==> src/design/pcsf_pkg.sv <==
// Shared types, constants and helpers for the phase current sense filter.
`timescale 1ns / 1ps
`default_nettype none
package pcsf_pkg;

  // Default ADC resolution
  localparam int ADC_BITS_DEF = 12;

  // Digit-serial multiplier geometry
  localparam int DIGIT_W  = 8;
  localparam int DIGITS   = 3;
  localparam int MPLIER_W = DIGIT_W * DIGITS;
  localparam int MCAND_W  = 34;
  localparam int ACC_W    = MCAND_W + 1;
  localparam int SUM_W    = MCAND_W + DIGIT_W + 1;
  localparam int PROD_W   = ACC_W + MPLIER_W;

  // Fixed-point shifts
  localparam int VOLT_SHIFT = 8;
  localparam int VOLT_W     = 32;
  localparam int Q_SHIFT    = 16;
  localparam int DELTA_W    = 35;

  // Register widths
  localparam int CFG_W     = 24;
  localparam int SCALE_W   = 24;
  localparam int OFFSET_W  = 19;
  localparam int ALPHA_W   = 17;
  localparam int CURRENT_W = 32;

  // Register reset values
  localparam logic [SCALE_W-1:0]         ADC_TO_VOLT_RST   = 24'd13517;
  localparam logic signed [OFFSET_W-1:0] OFFSET_RST        = 19'sd108134;
  localparam logic [SCALE_W-1:0]         AMPS_PER_VOLT_RST = 24'd3276800;
  localparam logic [ALPHA_W-1:0]         FILTER_ALPHA_RST  = 17'd6554;
  localparam logic [ALPHA_W-1:0]         ALPHA_ONE         = 17'd65536;

  typedef enum logic [2:0] {
    CFG_ADC_TO_VOLT   = 3'd0,
    CFG_OFFSET_A      = 3'd1,
    CFG_OFFSET_B      = 3'd2,
    CFG_AMPS_PER_VOLT = 3'd3,
    CFG_FILTER_ALPHA  = 3'd4
  } pcsf_cfg_t;

  typedef enum logic [2:0] {
    ST_IDLE,
    ST_VOLT,
    ST_LD_AMP,
    ST_AMP,
    ST_LD_FILT,
    ST_FILT,
    ST_COMMIT,
    ST_DONE
  } pcsf_state_t;

  typedef enum logic [1:0] {
    PH_VOLT,
    PH_AMP,
    PH_FILT
  } pcsf_phase_t;

  typedef struct packed {
    logic        load;
    pcsf_phase_t phase;
    logic        step;
    logic        commit;
  } pcsf_ctrl_t;

  // Clamp to the signed 32-bit range
  function automatic logic signed [CURRENT_W-1:0] sat32(input logic signed [SUM_W-1:0] x);
    logic signed [SUM_W-1:0] hi;
    logic signed [SUM_W-1:0] lo;
    hi = SUM_W'(32'sh7FFF_FFFF);
    lo = SUM_W'(32'sh8000_0000);
    if (x > hi) begin
      sat32 = 32'sh7FFF_FFFF;
    end else if (x < lo) begin
      sat32 = 32'sh8000_0000;
    end else begin
      sat32 = x[CURRENT_W-1:0];
    end
  endfunction

endpackage
`default_nettype wire

==> src/design/pcsf_chan.sv <==
// One phase: volts, offset, amp scaling and low-pass on a digit-serial multiplier.
`timescale 1ns / 1ps
`default_nettype none
module pcsf_chan #(
  parameter int ADC_BITS = pcsf_pkg::ADC_BITS_DEF
) (
  input  wire logic                                  clk,
  input  wire logic                                  rst_n,
  input  wire pcsf_pkg::pcsf_ctrl_t                  ctrl,
  input  wire logic [ADC_BITS-1:0]                   sample,
  input  wire logic [pcsf_pkg::SCALE_W-1:0]          adc_to_volt,
  input  wire logic signed [pcsf_pkg::OFFSET_W-1:0]  offset,
  input  wire logic [pcsf_pkg::SCALE_W-1:0]          amps_per_volt,
  input  wire logic [pcsf_pkg::ALPHA_W-1:0]          alpha,
  output logic signed [pcsf_pkg::CURRENT_W-1:0]      filt
);

  logic signed [pcsf_pkg::MCAND_W-1:0]   mcand_r, mcand_nxt;
  logic [pcsf_pkg::MPLIER_W-1:0]         mplier_r, mplier_nxt;
  logic signed [pcsf_pkg::ACC_W-1:0]     acc_r, acc_nxt;
  logic [pcsf_pkg::MPLIER_W-1:0]         low_r, low_nxt;
  logic signed [pcsf_pkg::CURRENT_W-1:0] filt_r, filt_nxt;

  logic [pcsf_pkg::PROD_W-1:0]           prod;
  logic signed [pcsf_pkg::SUM_W-1:0]     pp;
  logic signed [pcsf_pkg::SUM_W-1:0]     sum;
  logic [pcsf_pkg::VOLT_W-1:0]           volts;
  logic signed [pcsf_pkg::MCAND_W-1:0]   diff;
  logic signed [pcsf_pkg::CURRENT_W-1:0] raw;
  logic signed [pcsf_pkg::CURRENT_W:0]   err;
  logic [pcsf_pkg::ALPHA_W-1:0]          alpha_eff;
  logic signed [pcsf_pkg::DELTA_W-1:0]   delta;
  logic signed [pcsf_pkg::SUM_W-1:0]     filt_sum;

  // Full product once all digits are in: high part in acc_r, low digits in low_r
  assign prod  = {acc_r, low_r};
  assign pp    = mcand_r * $signed({1'b0, mplier_r[pcsf_pkg::DIGIT_W-1:0]});
  assign sum   = pcsf_pkg::SUM_W'(acc_r) + pp;

  assign volts = prod[pcsf_pkg::VOLT_SHIFT +: pcsf_pkg::VOLT_W];
  assign diff  = $signed({2'b00, volts}) - pcsf_pkg::MCAND_W'(offset);
  assign raw   = pcsf_pkg::sat32($signed(prod[pcsf_pkg::PROD_W-1:pcsf_pkg::Q_SHIFT]));
  assign err   = (pcsf_pkg::CURRENT_W+1)'(raw) - (pcsf_pkg::CURRENT_W+1)'(filt_r);
  assign alpha_eff = (alpha > pcsf_pkg::ALPHA_ONE) ? pcsf_pkg::ALPHA_ONE : alpha;
  assign delta = $signed(prod[pcsf_pkg::Q_SHIFT +: pcsf_pkg::DELTA_W]);
  assign filt_sum = pcsf_pkg::SUM_W'(filt_r) + pcsf_pkg::SUM_W'(delta);

  always_comb begin
    mcand_nxt  = mcand_r;
    mplier_nxt = mplier_r;
    acc_nxt    = acc_r;
    low_nxt    = low_r;
    filt_nxt   = filt_r;
    if (ctrl.load) begin
      acc_nxt = '0;
      case (ctrl.phase)
        pcsf_pkg::PH_VOLT: begin
          mcand_nxt  = $signed({{(pcsf_pkg::MCAND_W-pcsf_pkg::SCALE_W){1'b0}}, adc_to_volt});
          mplier_nxt = pcsf_pkg::MPLIER_W'(sample);
        end
        pcsf_pkg::PH_AMP: begin
          mcand_nxt  = diff;
          mplier_nxt = amps_per_volt;
        end
        pcsf_pkg::PH_FILT: begin
          mcand_nxt  = pcsf_pkg::MCAND_W'(err);
          mplier_nxt = pcsf_pkg::MPLIER_W'(alpha_eff);
        end
        default: begin
          mcand_nxt = mcand_r;
        end
      endcase
    end else if (ctrl.step) begin
      // Add one digit's partial product, shift the settled low digit out
      acc_nxt    = sum[pcsf_pkg::SUM_W-1:pcsf_pkg::DIGIT_W];
      low_nxt    = {sum[pcsf_pkg::DIGIT_W-1:0],
                    low_r[pcsf_pkg::MPLIER_W-1:pcsf_pkg::DIGIT_W]};
      mplier_nxt = mplier_r >> pcsf_pkg::DIGIT_W;
    end
    if (ctrl.commit) begin
      filt_nxt = pcsf_pkg::sat32(filt_sum);
    end
  end

  always_ff @(posedge clk) begin
    if (!rst_n) begin
      filt_r <= '0;
    end else begin
      filt_r <= filt_nxt;
    end
  end

  always_ff @(posedge clk) begin
    mcand_r  <= mcand_nxt;
    mplier_r <= mplier_nxt;
    acc_r    <= acc_nxt;
    low_r    <= low_nxt;
  end

  assign filt = filt_r;

endmodule
`default_nettype wire

==> src/design/phase_current_sense_filter.sv <==
// Phase current sense filter: two phases in lockstep, each on an 8-bit-digit multiplier.
// A new pair is taken only in idle: after three 3-digit products per phase on the shared
// shift-and-add multiplier of each channel, plus load and commit steps, and after the
// result is loaded into the output register; a full, stalled register delays that load.
// A finished result waits in the output register while the next pair is taken.
// Reset (synchronous, rst_n low) clears both filter states and loads register defaults.
`timescale 1ns / 1ps
`default_nettype none
module phase_current_sense_filter #(
  parameter int ADC_BITS = pcsf_pkg::ADC_BITS_DEF
) (
  input  wire logic                                  clk,
  input  wire logic                                  rst_n,
  input  wire logic                                  in_valid,
  output logic                                       in_stall,
  input  wire logic [ADC_BITS-1:0]                   in_sample_a,
  input  wire logic [ADC_BITS-1:0]                   in_sample_b,
  output logic                                       out_valid,
  input  wire logic                                  out_stall,
  output logic signed [pcsf_pkg::CURRENT_W-1:0]      out_current_a,
  output logic signed [pcsf_pkg::CURRENT_W-1:0]      out_current_b,
  input  wire logic                                  cfg_we,
  input  wire logic [2:0]                            cfg_index,
  input  wire logic [pcsf_pkg::CFG_W-1:0]            cfg_wdata
);

  localparam int CNT_W = $clog2(pcsf_pkg::DIGITS);
  localparam logic [CNT_W-1:0] CNT_LAST = CNT_W'(pcsf_pkg::DIGITS - 1);

  pcsf_pkg::pcsf_state_t state_r, state_nxt;
  logic [CNT_W-1:0]      cnt_r, cnt_nxt;
  pcsf_pkg::pcsf_ctrl_t  ctrl;
  logic                  out_load;

  logic [pcsf_pkg::SCALE_W-1:0]          adc_to_volt_r;
  logic signed [pcsf_pkg::OFFSET_W-1:0]  offset_a_r;
  logic signed [pcsf_pkg::OFFSET_W-1:0]  offset_b_r;
  logic [pcsf_pkg::SCALE_W-1:0]          amps_per_volt_r;
  logic [pcsf_pkg::ALPHA_W-1:0]          filter_alpha_r;

  logic                                  out_valid_r, out_valid_nxt;
  logic signed [pcsf_pkg::CURRENT_W-1:0] out_current_a_r, out_current_b_r;
  logic signed [pcsf_pkg::CURRENT_W-1:0] filt_a, filt_b;

  // Configuration registers
  always_ff @(posedge clk) begin
    if (!rst_n) begin
      adc_to_volt_r   <= pcsf_pkg::ADC_TO_VOLT_RST;
      offset_a_r      <= pcsf_pkg::OFFSET_RST;
      offset_b_r      <= pcsf_pkg::OFFSET_RST;
      amps_per_volt_r <= pcsf_pkg::AMPS_PER_VOLT_RST;
      filter_alpha_r  <= pcsf_pkg::FILTER_ALPHA_RST;
    end else if (cfg_we) begin
      case (cfg_index)
        pcsf_pkg::CFG_ADC_TO_VOLT:   adc_to_volt_r   <= cfg_wdata;
        pcsf_pkg::CFG_OFFSET_A:      offset_a_r      <= cfg_wdata[pcsf_pkg::OFFSET_W-1:0];
        pcsf_pkg::CFG_OFFSET_B:      offset_b_r      <= cfg_wdata[pcsf_pkg::OFFSET_W-1:0];
        pcsf_pkg::CFG_AMPS_PER_VOLT: amps_per_volt_r <= cfg_wdata;
        pcsf_pkg::CFG_FILTER_ALPHA:  filter_alpha_r  <= cfg_wdata[pcsf_pkg::ALPHA_W-1:0];
        default: begin
          // drop writes to unmapped indexes
        end
      endcase
    end
  end

  // Sequencer
  always_comb begin
    state_nxt = state_r;
    cnt_nxt   = cnt_r;
    ctrl      = '0;
    out_load  = 1'b0;
    case (state_r)
      pcsf_pkg::ST_IDLE: begin
        if (in_valid) begin
          ctrl.load  = 1'b1;
          ctrl.phase = pcsf_pkg::PH_VOLT;
          cnt_nxt    = '0;
          state_nxt  = pcsf_pkg::ST_VOLT;
        end
      end
      pcsf_pkg::ST_VOLT: begin
        ctrl.step = 1'b1;
        if (cnt_r == CNT_LAST) begin
          cnt_nxt   = '0;
          state_nxt = pcsf_pkg::ST_LD_AMP;
        end else begin
          cnt_nxt = cnt_r + 1'b1;
        end
      end
      pcsf_pkg::ST_LD_AMP: begin
        ctrl.load  = 1'b1;
        ctrl.phase = pcsf_pkg::PH_AMP;
        state_nxt  = pcsf_pkg::ST_AMP;
      end
      pcsf_pkg::ST_AMP: begin
        ctrl.step = 1'b1;
        if (cnt_r == CNT_LAST) begin
          cnt_nxt   = '0;
          state_nxt = pcsf_pkg::ST_LD_FILT;
        end else begin
          cnt_nxt = cnt_r + 1'b1;
        end
      end
      pcsf_pkg::ST_LD_FILT: begin
        ctrl.load  = 1'b1;
        ctrl.phase = pcsf_pkg::PH_FILT;
        state_nxt  = pcsf_pkg::ST_FILT;
      end
      pcsf_pkg::ST_FILT: begin
        ctrl.step = 1'b1;
        if (cnt_r == CNT_LAST) begin
          cnt_nxt   = '0;
          state_nxt = pcsf_pkg::ST_COMMIT;
        end else begin
          cnt_nxt = cnt_r + 1'b1;
        end
      end
      pcsf_pkg::ST_COMMIT: begin
        ctrl.commit = 1'b1;
        state_nxt   = pcsf_pkg::ST_DONE;
      end
      pcsf_pkg::ST_DONE: begin
        // hold until the output register is free or being emptied
        if (!out_valid_r || !out_stall) begin
          out_load  = 1'b1;
          state_nxt = pcsf_pkg::ST_IDLE;
        end
      end
      default: begin
        state_nxt = pcsf_pkg::ST_IDLE;
      end
    endcase
  end

  always_comb begin
    out_valid_nxt = out_valid_r && out_stall;
    if (out_load) begin
      out_valid_nxt = 1'b1;
    end
  end

  always_ff @(posedge clk) begin
    if (!rst_n) begin
      state_r     <= pcsf_pkg::ST_IDLE;
      cnt_r       <= '0;
      out_valid_r <= 1'b0;
    end else begin
      state_r     <= state_nxt;
      cnt_r       <= cnt_nxt;
      out_valid_r <= out_valid_nxt;
    end
  end

  always_ff @(posedge clk) begin
    if (out_load) begin
      out_current_a_r <= filt_a;
      out_current_b_r <= filt_b;
    end
  end

  pcsf_chan #(
    .ADC_BITS (ADC_BITS)
  ) u_chan_a (
    .clk           (clk),
    .rst_n         (rst_n),
    .ctrl          (ctrl),
    .sample        (in_sample_a),
    .adc_to_volt   (adc_to_volt_r),
    .offset        (offset_a_r),
    .amps_per_volt (amps_per_volt_r),
    .alpha         (filter_alpha_r),
    .filt          (filt_a)
  );

  pcsf_chan #(
    .ADC_BITS (ADC_BITS)
  ) u_chan_b (
    .clk           (clk),
    .rst_n         (rst_n),
    .ctrl          (ctrl),
    .sample        (in_sample_b),
    .adc_to_volt   (adc_to_volt_r),
    .offset        (offset_b_r),
    .amps_per_volt (amps_per_volt_r),
    .alpha         (filter_alpha_r),
    .filt          (filt_b)
  );

  assign in_stall      = (state_r != pcsf_pkg::ST_IDLE);
  assign out_valid     = out_valid_r;
  assign out_current_a = out_current_a_r;
  assign out_current_b = out_current_b_r;

endmodule
`default_nettype wire
==> config.mk <==
export PLATFORM = sky130hd
export DESIGN_NAME = phase_current_sense_filter
export DESIGN_NICKNAME = d
export VERILOG_FILES = /design/src/design/pcsf_pkg.sv /design/src/design/pcsf_chan.sv /design/src/design/phase_current_sense_filter.sv
export SDC_FILE = /design/constraint.sdc
export NUM_CORES = 2
export LEC_CHECK = 0
export BUFFER_PORTS_ARGS = -buffer_cell sky130_fd_sc_hd__buf_2
export CORE_ASPECT_RATIO = 1.25
export CORE_MARGIN = 2
export CORE_UTILIZATION = 50
export CTS_CLUSTER_DIAMETER = 40
export DETAILED_ROUTE_END_ITERATION = 8
export PLACE_DENSITY = 0.71
export SETUP_SLACK_MARGIN = 0.3
export SYNTH_ARGS = -nofsm -noshare
export SYNTH_HDL_FRONTEND = slang
export SYNTH_SLANG_ARGS = --single-unit
==> constraint.sdc <==
create_clock -name clk -period 6.5 [get_ports clk]
set_clock_uncertainty 0.1 [all_clocks]
set_input_delay 0 -clock clk [delete_from_list [all_inputs] [get_ports clk]]
set_output_delay 0 -clock clk [all_outputs]
set_load 0.01 [all_outputs]
==> flow_metrics.tcl <==
set metrics [dict create \
    clockBufferDepth 3 \
    fillers 8185 \
    fp.coreArea_mm2 0.09290 \
    synth.area.top_cells "fa_1 21%, edfxtp_1 13%, dfxtp_1 10%" \
    drtIter0Drc 3257 \
    end_kind "flip-flop" \
    slew_headroom_pct 20.44 \
    worstMarginPinSlew_ns 1.193 \
    rsz0062_at_grt "yes" \
    final.setup.worst_slack_ns 0.3655 \
    whs_path_depth 4 \
    clock_latency_ns 0.65 \
    root_buffer "clkbuf_16" \
    grt_pass1_wl_um 215900 \
    postSynthAreaPerCell_um2 9.016 \
    die_x_um 277.5 \
    ys_seq_area_share_pct 23.24 \
    ff_latch_area_mm2 0.01087 \
    grt_pass1_vias 38970 \
    place_ws_ns -0.001838 \
    r2r-end "u_chan_b.acc_r[32]$_SDFFE_PP0P_" \
    area_growth_pct 13.84 \
    status "finished clean" \
    holdPathEnd "filter_alpha_r[2]$_SDFFE_PN0P_" \
    viasPerCell 5.844 \
    io_buffers 121 \
    startpoint_type "flip-flop" \
    hold_ws_ns 0.05522 \
    grt_usage_pct 28.52 \
    clkSinkCount 443 \
    cp_data_required_time_ns 6.89 \
    synth_cell_types 83 \
    wl_per_cell_um 20.85 \
    worstHoldPathType "input pin to flip-flop" \
    finalCritPeriodShare_pct 94.38 \
    setup_viol 0 \
    tritoncts "built" \
    synthArstFlopShare_pct 0 \
    yosysTopAreaCell "fa_1" \
    initial_utilization_pct 50.34 \
    synth_nets 6131 \
    grt_overflow 0 \
    postSynthCellCount 5187 \
    antenna_found_initial 6 \
    fin_util_pct 57.31 \
    synth-edff-count 200 \
    dieArea_mm2 0.09601 \
    hold_viol_final 0 \
    crit_type "flip-flop to flip-flop" \
    reg2reg_from "u_chan_b.mplier_r[5]$_DFFE_PP_" \
    multi_input_area_mm2 0.03302 \
    path_clk_slew_ns 0.06 \
    routed_wl_um 138800 \
    vias 38890 \
    ys_warn_count 0 \
    post_route_cells_drive_above_1_share_pct 9.618 \
    synth_flop_cell "dfxtp_1" \
    holdCritStartpoint "cfg_we" \
    critPathMaxFanout 17 \
    die_h_um 345.9 \
    place_congestion 0.9534 \
    drc 0 \
    min_period_ns 6.135 \
    htreeDepth 3 \
    slew_viol_final 0 \
    synth_area_mm2 0.04677 \
    place.detailed.hpwl_um 105300 \
    dr.pass1.iters 7 \
    ios 122 \
    rrSetupSlack_ns 0.37 \
    r2r_cells 22 \
    worstPathArrival_ns 6.52 \
    synth_top_area_share_pct 21.49 \
    timing.fmax_mhz 163.0 \
    core.rowCount 125 \
    grt_max_degree 107 \
    maxCapViolCount 0 \
    nNetsFinal 6329 \
    antenna_left 0 \
    ys_seq_elements 443 \
    cts_buffers 75 \
]
-- kinds of logic after synthesis --
| logic type | synth area share (%) |
|---|---|
| AOI/OAI and AO/OA | 17.60 |
| xor gates and xnor gates | 4.832 |
| adders and majority gates | 31.82 |
| buffers and inverters | 7.272 |
| DFF | 23.24 |
| muxes | 0.1284 |
| and+or+nand+nor | 15.11 |
-- worst max-delay path by stage --
stage | from | to | slack [ns] | cells past startpoint
floorplan | u_chan_b.mplier_r[2]$_DFFE_PP_ | u_chan_b.acc_r[29]$_SDFFE_PP0P_ | 0.41 | 23
global placement | u_chan_b.mplier_r[7]$_DFFE_PP_ | u_chan_b.acc_r[32]$_SDFFE_PP0P_ | 0.09 | 22
detailed placement | u_chan_b.mplier_r[7]$_DFFE_PP_ | u_chan_b.acc_r[32]$_SDFFE_PP0P_ | -0.002 | 22
CTS | u_chan_b.mplier_r[2]$_DFFE_PP_ | u_chan_b.acc_r[32]$_SDFFE_PP0P_ | 0.28 | 24
global route | u_chan_b.mplier_r[5]$_DFFE_PP_ | u_chan_b.acc_r[32]$_SDFFE_PP0P_ | 0.10 | 22
finish | u_chan_b.mplier_r[5]$_DFFE_PP_ | u_chan_b.acc_r[32]$_SDFFE_PP0P_ | 0.37 | 22
-- final cells by class --
class	instances	share of cell area, %
antenna	1	0.004700
clock buffer	86	3.742
clock inverter	54	1.326
sequential	443	20.42
inverter	705	4.973
tap	1206	2.834
timing repair buffer	311	4.682
multi-input combinational	3849	62.02
-- timing repair --
action | in CTS | in global routing
pin swaps | 6 | 67
setup endpoints to repair | 15 | 28
hold buffers | 57 | 0
buffers inserted | 5 | 40
resized for setup | 17 | 83
cloned | 1 | 7
hold endpoints to repair | 167 | 0
-- routing by layer --
| layer | vias up | share of wire [%] | GRT usage [%] |
|---|---|---|---|
| met1 | 19110 | 41 | 37.78 |
| met5 | - | 0.025 | 0 |
| met3 | 361 | 7.4 | 4.412 |
| li1 | 17890 | - | - |
| met4 | 6 | 5.0 | 13.87 |
| met2 | 1522 | 46 | 45.69 |
-- critical path, stage by stage (launching register included) --
cell,delay (ns)
edfxtp_1,0.43
buf_4,0.18
clkbuf_16,0.18
and2_1,0.17
fa_1,0.60
fa_1,0.45
fa_1,0.48
fa_1,0.56
inv_1,0.06
fa_1,0.53
inv_1,0.05
ha_1,0.33
and2_1,0.20
nand2_2,0.12
nor2_1,0.08
o41ai_2,0.35
a311oi_1,0.14
buf_4,0.18
a211oi_4,0.27
o21bai_1,0.09
a21oi_1,0.16
xor2_1,0.18
o22ai_1,0.10
-- state kept, by name (all words and copies together), names as in the netlist, 19 cells and up --
| name | count |
|---|---|
| offset_a_r | 19 |
| u_chan_b.mcand_r | 34 |
| out_current_b | 32 |
| amps_per_volt_r | 24 |
| u_chan_a.acc_r | 35 |
| offset_b_r | 19 |
| u_chan_a.mplier_r | 23 |
| u_chan_b.acc_r | 35 |
| out_current_a | 32 |
| u_chan_a.filt | 32 |
| u_chan_a.mcand_r | 34 |
| adc_to_volt_r | 24 |
| u_chan_b.filt | 32 |
-- cells in the final DEF (no fill, tap or decap), drive strengths merged, types with 46 or more instances in the layout --
cell type    Yosys  layout
clkbuf         170      93
edfxtp         200     200
o22ai           46      46
nor2           172     172
o21ai          247     247
a21oi          305     305
xor2            91      91
inv            703     721
dfxtp          243     243
nand2          592     592
a21boi          76      76
xnor2          167     167
and2           346     346
o21a            87      87
nor3            46      46
dlygate4sd3      0      57
buf             20     247
ha             386     386
nand3          100     100
a21o           176     176
fa             502     502
-- per-stage QoR --
step                setup TNS, ns  area (um2)  cells
floorplan                       0       46770   5187
global placement                0       48950   6404
detailed placement      -0.001838       48950   6404
CTS                             0       52360   6607
global route                    0       53230   6654
finish                          0       53240   6655
-- Yosys cell counts (87+ instances only) --
library cell	count
xor2_1	91
o21a_1	87
fa_1	502
ha_1	386
o21ai_0	231
edfxtp_1	200
and2_1	346
nand3_1	100
xnor2_1	167
nor2_1	172
inv_1	703
a21o_1	176
a21oi_1	274
nand2_1	592
clkbuf_1	170
dfxtp_1	243
Power is not shown: default switching activity piles up to over one toggle a cycle in this logic, so the estimate is an artifact.
